## config.mk

```make
export PLATFORM = sky130hd
export DESIGN_NAME = balanced_work_chunk_partitioner_unit
export DESIGN_NICKNAME = d
export VERILOG_FILES = /design/src/rtl/bwcp_pkg.sv /design/src/rtl/balanced_work_chunk_partitioner_unit.sv
export SDC_FILE = /design/constraint.sdc
export NUM_CORES = 2
export LEC_CHECK = 0
export BUFFER_PORTS_ARGS = -buffer_cell sky130_fd_sc_hd__clkbuf_2
export CORE_MARGIN = 2
export CORE_UTILIZATION = 40
export CTS_CLUSTER_DIAMETER = 80
export DETAILED_ROUTE_END_ITERATION = 6
export PLACE_DENSITY_LB_ADDON = 0.12
export SLEW_MARGIN = 15
export SYNTH_ARGS = -nofsm -noshare
export SYNTH_HDL_FRONTEND = slang
export SYNTH_SLANG_ARGS = --single-unit
```

## constraint.sdc

```tcl
create_clock -name clk -period 5.18 [get_ports clk]
set_clock_uncertainty 0.15 [all_clocks]
set_input_delay 0.518 -clock clk [delete_from_list [all_inputs] [get_ports clk]]
set_output_delay 0.518 -clock clk [all_outputs]
set_load 0.01 [all_outputs]
```

## src/rtl/bwcp_pkg.sv

```systemverilog
// Constants, control word type and microcode table of the chunk partitioner.
package bwcp_pkg;

  localparam int MAX_PATHS         = 64;
  localparam int CHUNKS_PER_WORKER = 4;

  localparam int PTS_W      = 20;
  localparam int SUM_W      = 26;
  localparam int PATH_CNT_W = $clog2(MAX_PATHS + 1);
  localparam int PATH_IDX_W = (MAX_PATHS > 1) ? $clog2(MAX_PATHS) : 1;
  localparam int WL_W       = 7;
  localparam int DIV_CNT_W  = $clog2(SUM_W + 1);
  localparam int UPC_W      = 4;
  localparam int JC_W       = 3;

  localparam logic [WL_W-1:0]      WL_RESET  = WL_W'(1);
  localparam logic [DIV_CNT_W-1:0] DIV_STEPS = DIV_CNT_W'(SUM_W);

  localparam logic [UPC_W-1:0] S_SETUP = 4'd0;
  localparam logic [UPC_W-1:0] S_CHUNK = 4'd1;
  localparam logic [UPC_W-1:0] S_DIV   = 4'd2;
  localparam logic [UPC_W-1:0] S_FIX   = 4'd3;
  localparam logic [UPC_W-1:0] S_READ  = 4'd4;
  localparam logic [UPC_W-1:0] S_ACC   = 4'd5;
  localparam logic [UPC_W-1:0] S_CHECK = 4'd6;
  localparam logic [UPC_W-1:0] S_EMIT  = 4'd7;
  localparam logic [UPC_W-1:0] S_DONE  = 4'd8;

  localparam logic [JC_W-1:0] J_NEXT     = 3'd0;
  localparam logic [JC_W-1:0] J_FINAL    = 3'd1;
  localparam logic [JC_W-1:0] J_DIV_LOOP = 3'd2;
  localparam logic [JC_W-1:0] J_MORE     = 3'd3;
  localparam logic [JC_W-1:0] J_NOT_LAST = 3'd4;
  localparam logic [JC_W-1:0] J_HALT     = 3'd5;

  typedef struct packed {
    logic [JC_W-1:0]  jcond;
    logic [UPC_W-1:0] jaddr;
    logic             setup;
    logic             chunk;
    logic             div_step;
    logic             fix;
    logic             rd;
    logic             acc;
    logic             emit;
    logic             clr;
  } ucw_t;

  function automatic ucw_t ucode_rom(input logic [UPC_W-1:0] addr);
    ucw_t w;
    w = '0;
    w.jcond = J_NEXT;
    w.jaddr = S_SETUP;
    unique case (addr)
      S_SETUP: begin
        w.setup = 1'b1;
      end
      S_CHUNK: begin
        w.chunk = 1'b1;
        w.jcond = J_FINAL;
        w.jaddr = S_READ;
      end
      S_DIV: begin
        w.div_step = 1'b1;
        w.jcond    = J_DIV_LOOP;
        w.jaddr    = S_DIV;
      end
      S_FIX: begin
        w.fix = 1'b1;
      end
      S_READ: begin
        w.rd = 1'b1;
      end
      S_ACC: begin
        w.acc = 1'b1;
      end
      S_CHECK: begin
        w.jcond = J_MORE;
        w.jaddr = S_READ;
      end
      S_EMIT: begin
        w.emit  = 1'b1;
        w.jcond = J_NOT_LAST;
        w.jaddr = S_CHUNK;
      end
      S_DONE: begin
        w.clr   = 1'b1;
        w.jcond = J_HALT;
      end
      default: begin
        w.jcond = J_HALT;
      end
    endcase
    return w;
  endfunction

endpackage

```

## src/rtl/balanced_work_chunk_partitioner_unit.sv

```systemverilog
// Top level of the balanced work chunk partitioner with its microcoded sequencer.
//
//   channel  handshake            payload
//   in       start, busy          in_point_count, in_last_path
//   out      out_valid (strobe)   out_chunk_begin, out_chunk_end, out_chunk_total,
//                                 out_last_chunk, out_too_many_paths
//   cfg      cfg_valid, cfg_ready cfg_worker_limit
//
// A path item without the last flag is stored and busy stays low. The last item
// starts the sequencer: a setup step, then per chunk a chunk step, a 26-step restoring
// division and a fix step (the final chunk skips the division and the fix), a read,
// accumulate and check step per path read from the size memory, an emit step, and a step
// to close the group. Synchronous reset clears the group and sets the worker limit to 1.
// Results appear for one cycle each; the receiver cannot stall them.
module balanced_work_chunk_partitioner_unit import bwcp_pkg::*; (
  input  logic                  clk,
  input  logic                  rst_n,
  input  logic                  start,
  output logic                  busy,
  input  logic [PTS_W-1:0]      in_point_count,
  input  logic                  in_last_path,
  output logic                  out_valid,
  output logic [PATH_IDX_W-1:0] out_chunk_begin,
  output logic [PATH_CNT_W-1:0] out_chunk_end,
  output logic [SUM_W-1:0]      out_chunk_total,
  output logic                  out_last_chunk,
  output logic                  out_too_many_paths,
  input  logic                  cfg_valid,
  output logic                  cfg_ready,
  input  logic [WL_W-1:0]       cfg_worker_limit
);

  logic                  run_r, run_nxt;
  logic [UPC_W-1:0]      upc_r, upc_nxt;
  ucw_t                  uw;
  logic                  take;

  logic [WL_W-1:0]       wl_r;
  logic [PATH_CNT_W-1:0] paths_r;
  logic [SUM_W-1:0]      total_r;
  logic                  ovf_r;

  logic [PTS_W-1:0]      mem [MAX_PATHS];
  logic [PTS_W-1:0]      rdata_r;

  logic [PATH_CNT_W-1:0] rc_r, begin_r, end_r, latest_r;
  logic [SUM_W-1:0]      sum_r, target_r, remain_r, quo_r;
  logic [PATH_CNT_W-1:0] rem_r;
  logic [DIV_CNT_W-1:0]  dcnt_r;

  logic                  out_valid_r;
  logic [PATH_IDX_W-1:0] out_begin_r;
  logic [PATH_CNT_W-1:0] out_end_r;
  logic [SUM_W-1:0]      out_sum_r;
  logic                  out_last_r;
  logic                  out_ovf_r;

  logic                  acc_in;
  logic                  has_room;
  logic [WL_W-1:0]       limit;
  logic [PATH_CNT_W-1:0] per_set;
  logic [PATH_CNT_W-1:0] chunk_cnt;
  logic [PATH_CNT_W:0]   trial;
  logic                  q_bit;
  logic [PATH_CNT_W-1:0] rem_next;
  logic                  more;
  logic                  end_last;
  logic                  final_chunk;

  assign busy      = run_r;
  assign cfg_ready = ~run_r;
  assign acc_in    = start & ~run_r;
  assign has_room  = (paths_r < PATH_CNT_W'(MAX_PATHS));
  assign uw        = ucode_rom(upc_r);

  assign limit     = (wl_r == '0) ? WL_W'(1) : wl_r;
  assign per_set   = PATH_CNT_W'((paths_r + (CHUNKS_PER_WORKER - 1)) / CHUNKS_PER_WORKER);
  assign chunk_cnt = (WL_W'(per_set) <= limit) ? paths_r
                                               : PATH_CNT_W'(limit * CHUNKS_PER_WORKER);

  assign trial    = {rem_r, quo_r[SUM_W-1]};
  assign q_bit    = (trial >= {1'b0, rc_r});
  assign rem_next = q_bit ? PATH_CNT_W'(trial - {1'b0, rc_r}) : trial[PATH_CNT_W-1:0];

  assign final_chunk = (rc_r <= PATH_CNT_W'(1));
  assign more        = (end_r < latest_r) && (sum_r < target_r);
  assign end_last    = (end_r >= paths_r);

  always_comb begin
    take = 1'b0;
    unique case (uw.jcond)
      J_NEXT:     take = 1'b0;
      J_FINAL:    take = final_chunk;
      J_DIV_LOOP: take = (dcnt_r != DIV_CNT_W'(1));
      J_MORE:     take = more;
      J_NOT_LAST: take = ~end_last;
      J_HALT:     take = 1'b0;
      default:    take = 1'b0;
    endcase
  end

  always_comb begin
    if (!run_r) begin
      run_nxt = acc_in & in_last_path;
      upc_nxt = S_SETUP;
    end else begin
      run_nxt = (uw.jcond != J_HALT);
      upc_nxt = take ? uw.jaddr : upc_r + UPC_W'(1);
    end
  end

  always_ff @(posedge clk) begin
    if (!rst_n) begin
      run_r       <= 1'b0;
      upc_r       <= S_SETUP;
      wl_r        <= WL_RESET;
      paths_r     <= '0;
      total_r     <= '0;
      ovf_r       <= 1'b0;
      out_valid_r <= 1'b0;
    end else begin
      run_r       <= run_nxt;
      upc_r       <= upc_nxt;
      out_valid_r <= run_r & uw.emit;
      if (cfg_valid & cfg_ready) begin
        wl_r <= cfg_worker_limit;
      end
      if (acc_in) begin
        if (has_room) begin
          paths_r <= paths_r + PATH_CNT_W'(1);
          total_r <= total_r + SUM_W'(in_point_count);
        end else begin
          ovf_r <= 1'b1;
        end
      end
      if (run_r & uw.clr) begin
        paths_r <= '0;
        total_r <= '0;
        ovf_r   <= 1'b0;
      end
    end
  end

  always_ff @(posedge clk) begin
    if (acc_in & has_room) begin
      mem[paths_r[PATH_IDX_W-1:0]] <= in_point_count;
    end
    if (run_r & uw.rd) begin
      rdata_r <= mem[end_r[PATH_IDX_W-1:0]];
    end
  end

  always_ff @(posedge clk) begin
    if (run_r) begin
      if (uw.setup) begin
        rc_r     <= chunk_cnt;
        remain_r <= total_r;
        begin_r  <= '0;
      end
      if (uw.chunk) begin
        sum_r  <= '0;
        end_r  <= begin_r;
        quo_r  <= remain_r;
        rem_r  <= '0;
        dcnt_r <= DIV_STEPS;
        if (final_chunk) begin
          latest_r <= paths_r;
          target_r <= '1;
        end else begin
          latest_r <= paths_r - (rc_r - PATH_CNT_W'(1));
        end
      end
      if (uw.div_step) begin
        quo_r  <= {quo_r[SUM_W-2:0], q_bit};
        rem_r  <= rem_next;
        dcnt_r <= dcnt_r - DIV_CNT_W'(1);
      end
      if (uw.fix) begin
        target_r <= quo_r + SUM_W'(rem_r != '0);
      end
      if (uw.acc) begin
        sum_r <= sum_r + SUM_W'(rdata_r);
        end_r <= end_r + PATH_CNT_W'(1);
      end
      if (uw.emit) begin
        remain_r    <= remain_r - sum_r;
        begin_r     <= end_r;
        rc_r        <= rc_r - PATH_CNT_W'(1);
        out_begin_r <= begin_r[PATH_IDX_W-1:0];
        out_end_r   <= end_r;
        out_sum_r   <= sum_r;
        out_last_r  <= end_last;
        out_ovf_r   <= ovf_r;
      end
    end
  end

  assign out_valid          = out_valid_r;
  assign out_chunk_begin    = out_begin_r;
  assign out_chunk_end      = out_end_r;
  assign out_chunk_total    = out_sum_r;
  assign out_last_chunk     = out_last_r;
  assign out_too_many_paths = out_ovf_r;

endmodule

```

### Yosys cells after proc, flatten, opt, wreduce, memory -nomap -nowiden

Memories as Yosys holds them, arrays and structs flattened. A register that Yosys moved wholly into a read port is not among the register bits.
Index checks and enable logic that the tools add are counted.

| operators by class | value |
|---|---|
| $add $sub $neg | 12 |
| $lt $le $gt $ge | 7 |
| equality and inequality tests | 14 |
| mux-type cells | 38 |
| bitwise operators | 11 |
| reduce and logical (&&, ||, !) cells | 21 |

Operators by type and width:

| cell | count |
|---|---|
| $mux W26 | 9 |
| $mux W7 | 12 |
| $add A26 B20 Y26 | 2 |
| $add A26 B1 Y26 | 1 |
| $lt A26 B26 Y1 | 1 |
| $sub A26 B26 Y26 | 1 |
| $eq A4 B3 Y1 const B | 4 |
| $reduce_and A2 Y1 | 8 |
| $pmux W3 S5 | 1 |
| $add A7 B1 Y7 const B | 2 |
| $sub A7 B7 Y7 | 2 |
| $mux W1 | 11 |
| $mux W5 | 2 |
| $reduce_bool A2 Y1 | 5 |
| $pmux W3 S3 | 1 |
| $add A7 B2 Y8 const B | 1 |
| $eq A4 B2 Y1 const B | 2 |
| $ge A8 B7 Y1 | 1 |
| $and A1 B1 Y1 | 7 |
| $ge A7 B7 Y1 | 1 |
| $le A6 B7 Y1 | 1 |
| $le A7 B1 Y1 const B | 1 |
| $logic_not A7 Y1 | 1 |
| $lt A7 B7 Y1 | 1 |
| 20 further kinds | 25 |

| storage, ports and cells | value |
|---|---|
| register bits after elaboration | 232 |
| memory bits (writable) | 1280 |
| bits of input ports | 32 |
| output and inout bits | 44 |
| logic and storage cells | 126 |
| memories kept | 1 |

Memories:

| name | depth | width | read ports | clocked after memory_dff | wr ports | RTL line | source |
|---|---|---|---|---|---|---|---|
| mem | 64 | 20 | 1 | 1 | 1 | balanced_work_chunk_partitioner_unit.sv:43 | `logic [PTS_W-1:0] mem [MAX_PATHS];` |

### Logic depth before layout (Yosys ltp)

| logic depth | value |
|---|---|
| word-level depth | 6 |
| depth in mapped cells | 15 |
| depth with buffers taken out | 13 |

### Least setup slack after synthesis

No wires, ideal clock.

| timing path | value |
|---|---|
| path type | flip-flop to flip-flop |
| start point | register upc_r[0] |
| end point | register begin_r[0] (enable) |
| setup time | 0.498 ns |
| arrival | 3.907 ns |
| required time | 4.532 ns |
| path slack | 0.625 ns |
| stages on the path, launching flop included | 5 |
| buffers on the path | 1 |
| clock period less this slack | 4.555 ns |
| path through | dfxtp_1 -> ha_1 -> clkbuf_1 -> nand2_1 -> a211oi_1 |

| between the ends | value |
|---|---|
| word-level cells in the longest chain between the ends | 4 |
| elaborated cells on any way between the ends | 6 |
| classes of those cells | 1 x eq/ne; 2 x mux; 3 x reduce/logical |

RTL lines:

| item | RTL line | source |
|---|---|---|
| start, declared | balanced_work_chunk_partitioner_unit.sv:34 | `logic [UPC_W-1:0] upc_r, upc_nxt;` |
| start signal, assigned | balanced_work_chunk_partitioner_unit.sv:123 | `upc_r <= upc_nxt;` |
| $eq A4 B3 Y1 or $logic_not A4 Y1 (tied branches) | bwcp_pkg.sv:54 | `unique case (addr)` |
| $mux W1 | bwcp_pkg.sv:54 |  |
| $reduce_bool A2 Y1 (no source line) * | n/a |  |
| $reduce_and A2 Y1 (no source line) * | n/a |  |
| end signal, assigned | balanced_work_chunk_partitioner_unit.sv:187 | `begin_r <= end_r;` |
| end, declared | balanced_work_chunk_partitioner_unit.sv:46 | `logic [PATH_CNT_W-1:0] rc_r, begin_r, end_r, latest_r;` |

Every way passes the cells marked *; elsewhere a longest branch is shown, timed or not.
A chain may end at the register's enable or synchronous reset.

### Worst setup path in the final report

| timing path | value |
|---|---|
| start point | register sum_r[6] |
| end point | register sum_r[23], data pin |

| between the ends | value |
|---|---|
| word-level cells in the longest chain between the ends | 2 |

RTL lines:

| item | RTL line | source |
|---|---|---|
| start, declared | balanced_work_chunk_partitioner_unit.sv:47 | `logic [SUM_W-1:0] sum_r, target_r, remain_r, quo_r;` |
| start signal, assigned | balanced_work_chunk_partitioner_unit.sv:182 | `sum_r <= sum_r + SUM_W'(rdata_r);` |
| $add A26 B20 Y26 | balanced_work_chunk_partitioner_unit.sv:182 |  |
| $mux W26 | balanced_work_chunk_partitioner_unit.sv:181 | `if (uw.acc) begin` |

No other way between the ends.

==> impl_metrics.xml <==
<?xml version="1.0" encoding="UTF-8"?>
<metrics>
  <group name="critical_path">
    <metric name="data_required_time_at_the_worst_endpoint" unit="ns">5.56</metric>
    <metric name="setup.worst_path.end_class" unit="">register</metric>
    <metric name="worst_setup_path_start_kind" unit="">register</metric>
    <metric name="setup.worst_path.class" unit="">reg2reg</metric>
    <metric name="cp.arrival" unit="ns">4.21</metric>
    <metric name="ff2ff_setup_slack" unit="ns">1.35</metric>
    <metric name="cp_max_fo" unit="">5</metric>
  </group>
  <group name="sta">
    <metric name="setup_viol" unit="">0</metric>
    <metric name="timing.final.crit_period" unit="ns">3.83</metric>
    <metric name="rsz0062_at_grt" unit="">false</metric>
    <metric name="timing_hold_violations_final" unit="">0</metric>
    <metric name="finalSetupTns" unit="ns">0</metric>
    <metric name="drv_slew" unit="">0</metric>
    <metric name="worst-slew-pin-transition" unit="ns">1.08</metric>
    <metric name="clock.fmax" unit="MHz">261</metric>
    <metric name="worst_slack" unit="ns">1.35</metric>
    <metric name="slew_headroom" unit="">0.280</metric>
    <metric name="post-route-period-util" unit="">0.740</metric>
  </group>
  <group name="floorplanning">
    <metric name="floorplan.rows" unit="">146</metric>
    <metric name="chipHeight" unit="um">402</metric>
    <metric name="fp.coreArea" unit="sq um">158000</metric>
    <metric name="floorplan.io_pins" unit="">76</metric>
    <metric name="die_width" unit="um">402</metric>
    <metric name="floorplan.initialDensity" unit="">0.402</metric>
    <metric name="die_area" unit="sq um">162000</metric>
  </group>
  <group name="cells_and_area">
    <metric name="flow.area_growth_from_synthesis" unit="%">14.7</metric>
    <metric name="most_frequent_cells_in_the_layout" unit="">1485 x sky130_fd_sc_hd__edfxtp_1, 420 x sky130_fd_sc_hd__mux4_2, 203 x sky130_fd_sc_hd__nand2_1, 167 x sky130_fd_sc_hd__clkbuf_16, 135 x sky130_fd_sc_hd__ha_1</metric>
    <metric name="utilization" unit="">0.461</metric>
    <metric name="n_antenna_cell" unit="">0</metric>
    <metric name="multi_input_area" unit="sq um">17200</metric>
    <metric name="final-instance-count-excl-fill" unit="">5809</metric>
    <metric name="layout_commonest_cell" unit="">sky130_fd_sc_hd__edfxtp_1</metric>
    <metric name="final_nets" unit="">3772</metric>
    <metric name="final_layout_size_suffix_gt1_frac" unit="">0.256</metric>
    <metric name="filler_cell_count" unit="">13200</metric>
    <metric name="regArea" unit="sq um">45500</metric>
  </group>
  <group name="clock_network">
    <metric name="clock_pin_slew_on_the_worst_setup_and_hold_paths" unit="ns">0.06</metric>
    <metric name="tritoncts.num_buffers" unit="">164</metric>
    <metric name="numClockSinks" unit="">1532</metric>
    <metric name="max-clock-path-buffers" unit="">3</metric>
    <metric name="cts-htree-levels" unit="">4</metric>
    <metric name="postCtsSetupBuffers" unit="">0</metric>
    <metric name="clkLatencyLatePin" unit="ns">0.80</metric>
    <metric name="cts-resized-gates" unit="">0</metric>
    <metric name="cts_tree" unit="">done</metric>
    <metric name="cts.root.buffer_cell" unit="">sky130_fd_sc_hd__clkbuf_16</metric>
  </group>
  <group name="synth">
    <metric name="synth.top_cells.by_area" unit="">sky130_fd_sc_hd__edfxtp_1 70%, sky130_fd_sc_hd__mux4_2 15%, sky130_fd_sc_hd__ha_1 2.7%</metric>
    <metric name="ys_seq_area_frac" unit="">0.717</metric>
    <metric name="postSynthCellCount" unit="">3346</metric>
    <metric name="post_synth_instance_area" unit="sq um">63500</metric>
    <metric name="synth_seq_cells" unit="">1532</metric>
    <metric name="yosys_most_used_dff" unit="">sky130_fd_sc_hd__edfxtp_1</metric>
    <metric name="yosys_warnings" unit="">0</metric>
    <metric name="number_of_flops_mapped_to_enable_cells_by_yosys" unit="">1485</metric>
    <metric name="syn_avg_cell_area" unit="sq um">19.0</metric>
    <metric name="ys_async_sr_fraction" unit="">0</metric>
    <metric name="synth_area_leader_cell" unit="">sky130_fd_sc_hd__edfxtp_1</metric>
    <metric name="synthDominantCellAreaShare" unit="">0.702</metric>
    <metric name="synth_nets" unit="">3518</metric>
    <metric name="netlist-cell-type-count" unit="">67</metric>
  </group>
  <group name="global_route">
    <metric name="pin_count_of_the_biggest_net_entering_global_routing" unit="">75</metric>
    <metric name="number_of_antenna_violations_at_the_first_check_in_global_routing" unit="">14</metric>
    <metric name="via_count_of_the_first_global_routing_pass" unit="">33800</metric>
    <metric name="grt.overflow.total" unit="">0</metric>
    <metric name="global_route_wire_length_before_repair" unit="um">253000</metric>
    <metric name="global_route.usage.total" unit="">0.223</metric>
  </group>
  <group name="route">
    <metric name="detail_route.vias_per_cell" unit="">5.71</metric>
    <metric name="dr_total_vias" unit="">33200</metric>
    <metric name="drt_pass1_iterations" unit="">6</metric>
    <metric name="detail_route.wirelength" unit="um">179000</metric>
    <metric name="drt.antenna.violating_nets" unit="">0</metric>
    <metric name="drt_first_iter_violations" unit="">3849</metric>
    <metric name="route.detailed.drc" unit="">0</metric>
    <metric name="wl_per_cell" unit="um">30.9</metric>
  </group>
  <group name="min_path">
    <metric name="min-delay-path-class" unit="">in2reg</metric>
  </group>
  <group name="power">
    <metric name="leakagePower" unit="uW">0.0240</metric>
    <metric name="power.density" unit="nW/um^2">363</metric>
    <metric name="power.ir.vdd_worst" unit="V">0.000372</metric>
  </group>
  <group name="place">
    <metric name="dp.final_hpwl" unit="um">109000</metric>
    <metric name="detailedPlace.worstSlack" unit="ns">1.33</metric>
    <metric name="dp_cells" unit="">5487</metric>
    <metric name="finalWeightedCongestion" unit="">0.865</metric>
    <metric name="port_buffers" unit="">75</metric>
  </group>
  <group name="flow_run">
    <metric name="drv.max_cap_violation_count" unit="">0</metric>
  </group>
  <group name="outcome">
    <metric name="status" unit="">completed</metric>
  </group>
</metrics>
-- Yosys cell counts (25+ instances only) --
| cell | n |
|---|---|
| sky130_fd_sc_hd__clkbuf_1 | 96 |
| sky130_fd_sc_hd__a21o_1 | 43 |
| sky130_fd_sc_hd__dfxtp_1 | 47 |
| sky130_fd_sc_hd__nand3_1 | 37 |
| sky130_fd_sc_hd__o21ai_0 | 81 |
| sky130_fd_sc_hd__a21oi_1 | 102 |
| sky130_fd_sc_hd__and3_1 | 28 |
| sky130_fd_sc_hd__xnor2_1 | 68 |
| sky130_fd_sc_hd__buf_2 | 30 |
| sky130_fd_sc_hd__inv_1 | 99 |
| sky130_fd_sc_hd__nor2_1 | 165 |
| sky130_fd_sc_hd__ha_1 | 135 |
| sky130_fd_sc_hd__mux4_2 | 420 |
| sky130_fd_sc_hd__edfxtp_1 | 1485 |
| sky130_fd_sc_hd__xor2_1 | 43 |
| sky130_fd_sc_hd__nand2_1 | 204 |
| sky130_fd_sc_hd__nor2b_1 | 25 |
-- path summary, 6_finish.rpt --
path                                           end  cells past startpoint         startpoint
worst max-delay path                     sum_r[23]                     10           sum_r[6]
worst min-delay path                    mem[24][5]                      1  in_point_count[5]
worst max register to register           sum_r[23]                     10           sum_r[6]
worst min register to register  out_too_many_paths                      0              ovf_r
-- metrics by stage --
| stage | power [uW] | hold WS, ns | area, sq um |
|---|---|---|---|
| final | 26400 | 0.127 | 72800 |
| after global routing | 27200 | 0.0896 | 72800 |
| after CTS | 26700 | 0.0647 | 72800 |
| after detailed placement | 14900 | 0.275 | 67200 |
| after global placement | 14900 | 0.288 | 67200 |
| after floorplan | 14500 | 0.259 | 63500 |
-- area by class of cell --
class | count | share of cell area
Sequential cell | 1532 | 0.625
Multi-Input combinational cell | 1573 | 0.236
Clock buffer | 192 | 0.0587
Tap cell | 2072 | 0.0356
Timing Repair Buffer | 227 | 0.0232
Clock inverter | 111 | 0.0158
Inverter | 102 | 0.00526
-- cells by family after synthesis --
group / Yosys count / synth area share
buf+inv: 241 / 0.0153
compound gates: 317 / 0.0313
flops: 1532 / 0.717
mux: 444 / 0.153
xor+xnor: 111 / 0.0153
simple gates: 561 / 0.0401
fa+ha+maj: 140 / 0.0282
-- critical path: stages, from the launching register on --
cell and delay, ns:
sky130_fd_sc_hd__edfxtp_1 0.53, sky130_fd_sc_hd__ha_1 0.41, sky130_fd_sc_hd__a21o_1 0.21, sky130_fd_sc_hd__a21o_1 0.18, sky130_fd_sc_hd__a21o_1 0.19, sky130_fd_sc_hd__a2111oi_2 0.49
sky130_fd_sc_hd__nor4_1 0.16, sky130_fd_sc_hd__o21ai_0 0.74, sky130_fd_sc_hd__a2111oi_2 0.19, sky130_fd_sc_hd__xnor2_1 0.23, sky130_fd_sc_hd__nor2_1 0.06
-- repair_timing --
action	4_1_cts	5_1_grt
hold buffers	19	0
hold endpoints to repair	15	0
setup endpoints to repair	0	0
-- report_power, final --
| group | internal (uW) | switching [uW] | leakage, uW |
|---|---|---|---|
| registers | 13700 | 75.2 | 0.0138 |
| logic | 310 | 604 | 0.00754 |
| clock network | 6840 | 4950 | 0.00263 |
-- flip-flops by register name, summed over array words and instances, names as in the netlist, 7 cells and up --
| register | cells |
|---|---|
| rem_r | 7 |
| total_r | 26 |
| sum_r | 26 |
| quo_r | 26 |
| end_r | 7 |
| out_chunk_total | 26 |
| rdata_r | 20 |
| paths_r | 7 |
| begin_r | 7 |
| rc_r | 7 |
| target_r | 26 |
| remain_r | 26 |
| latest_r | 7 |
| out_chunk_end | 7 |
| wl_r | 7 |
| mem | 1280 |
-- per-layer routing --
layer	wire [um]	vias up	track usage
met5	40	-	0
met2	85400	1190	0.355
met3	11200	251	0.0372
met1	77800	17700	0.315
met4	5010	6	0.0679
li1	-	14100	-
(Power assumes the default switching activity.)
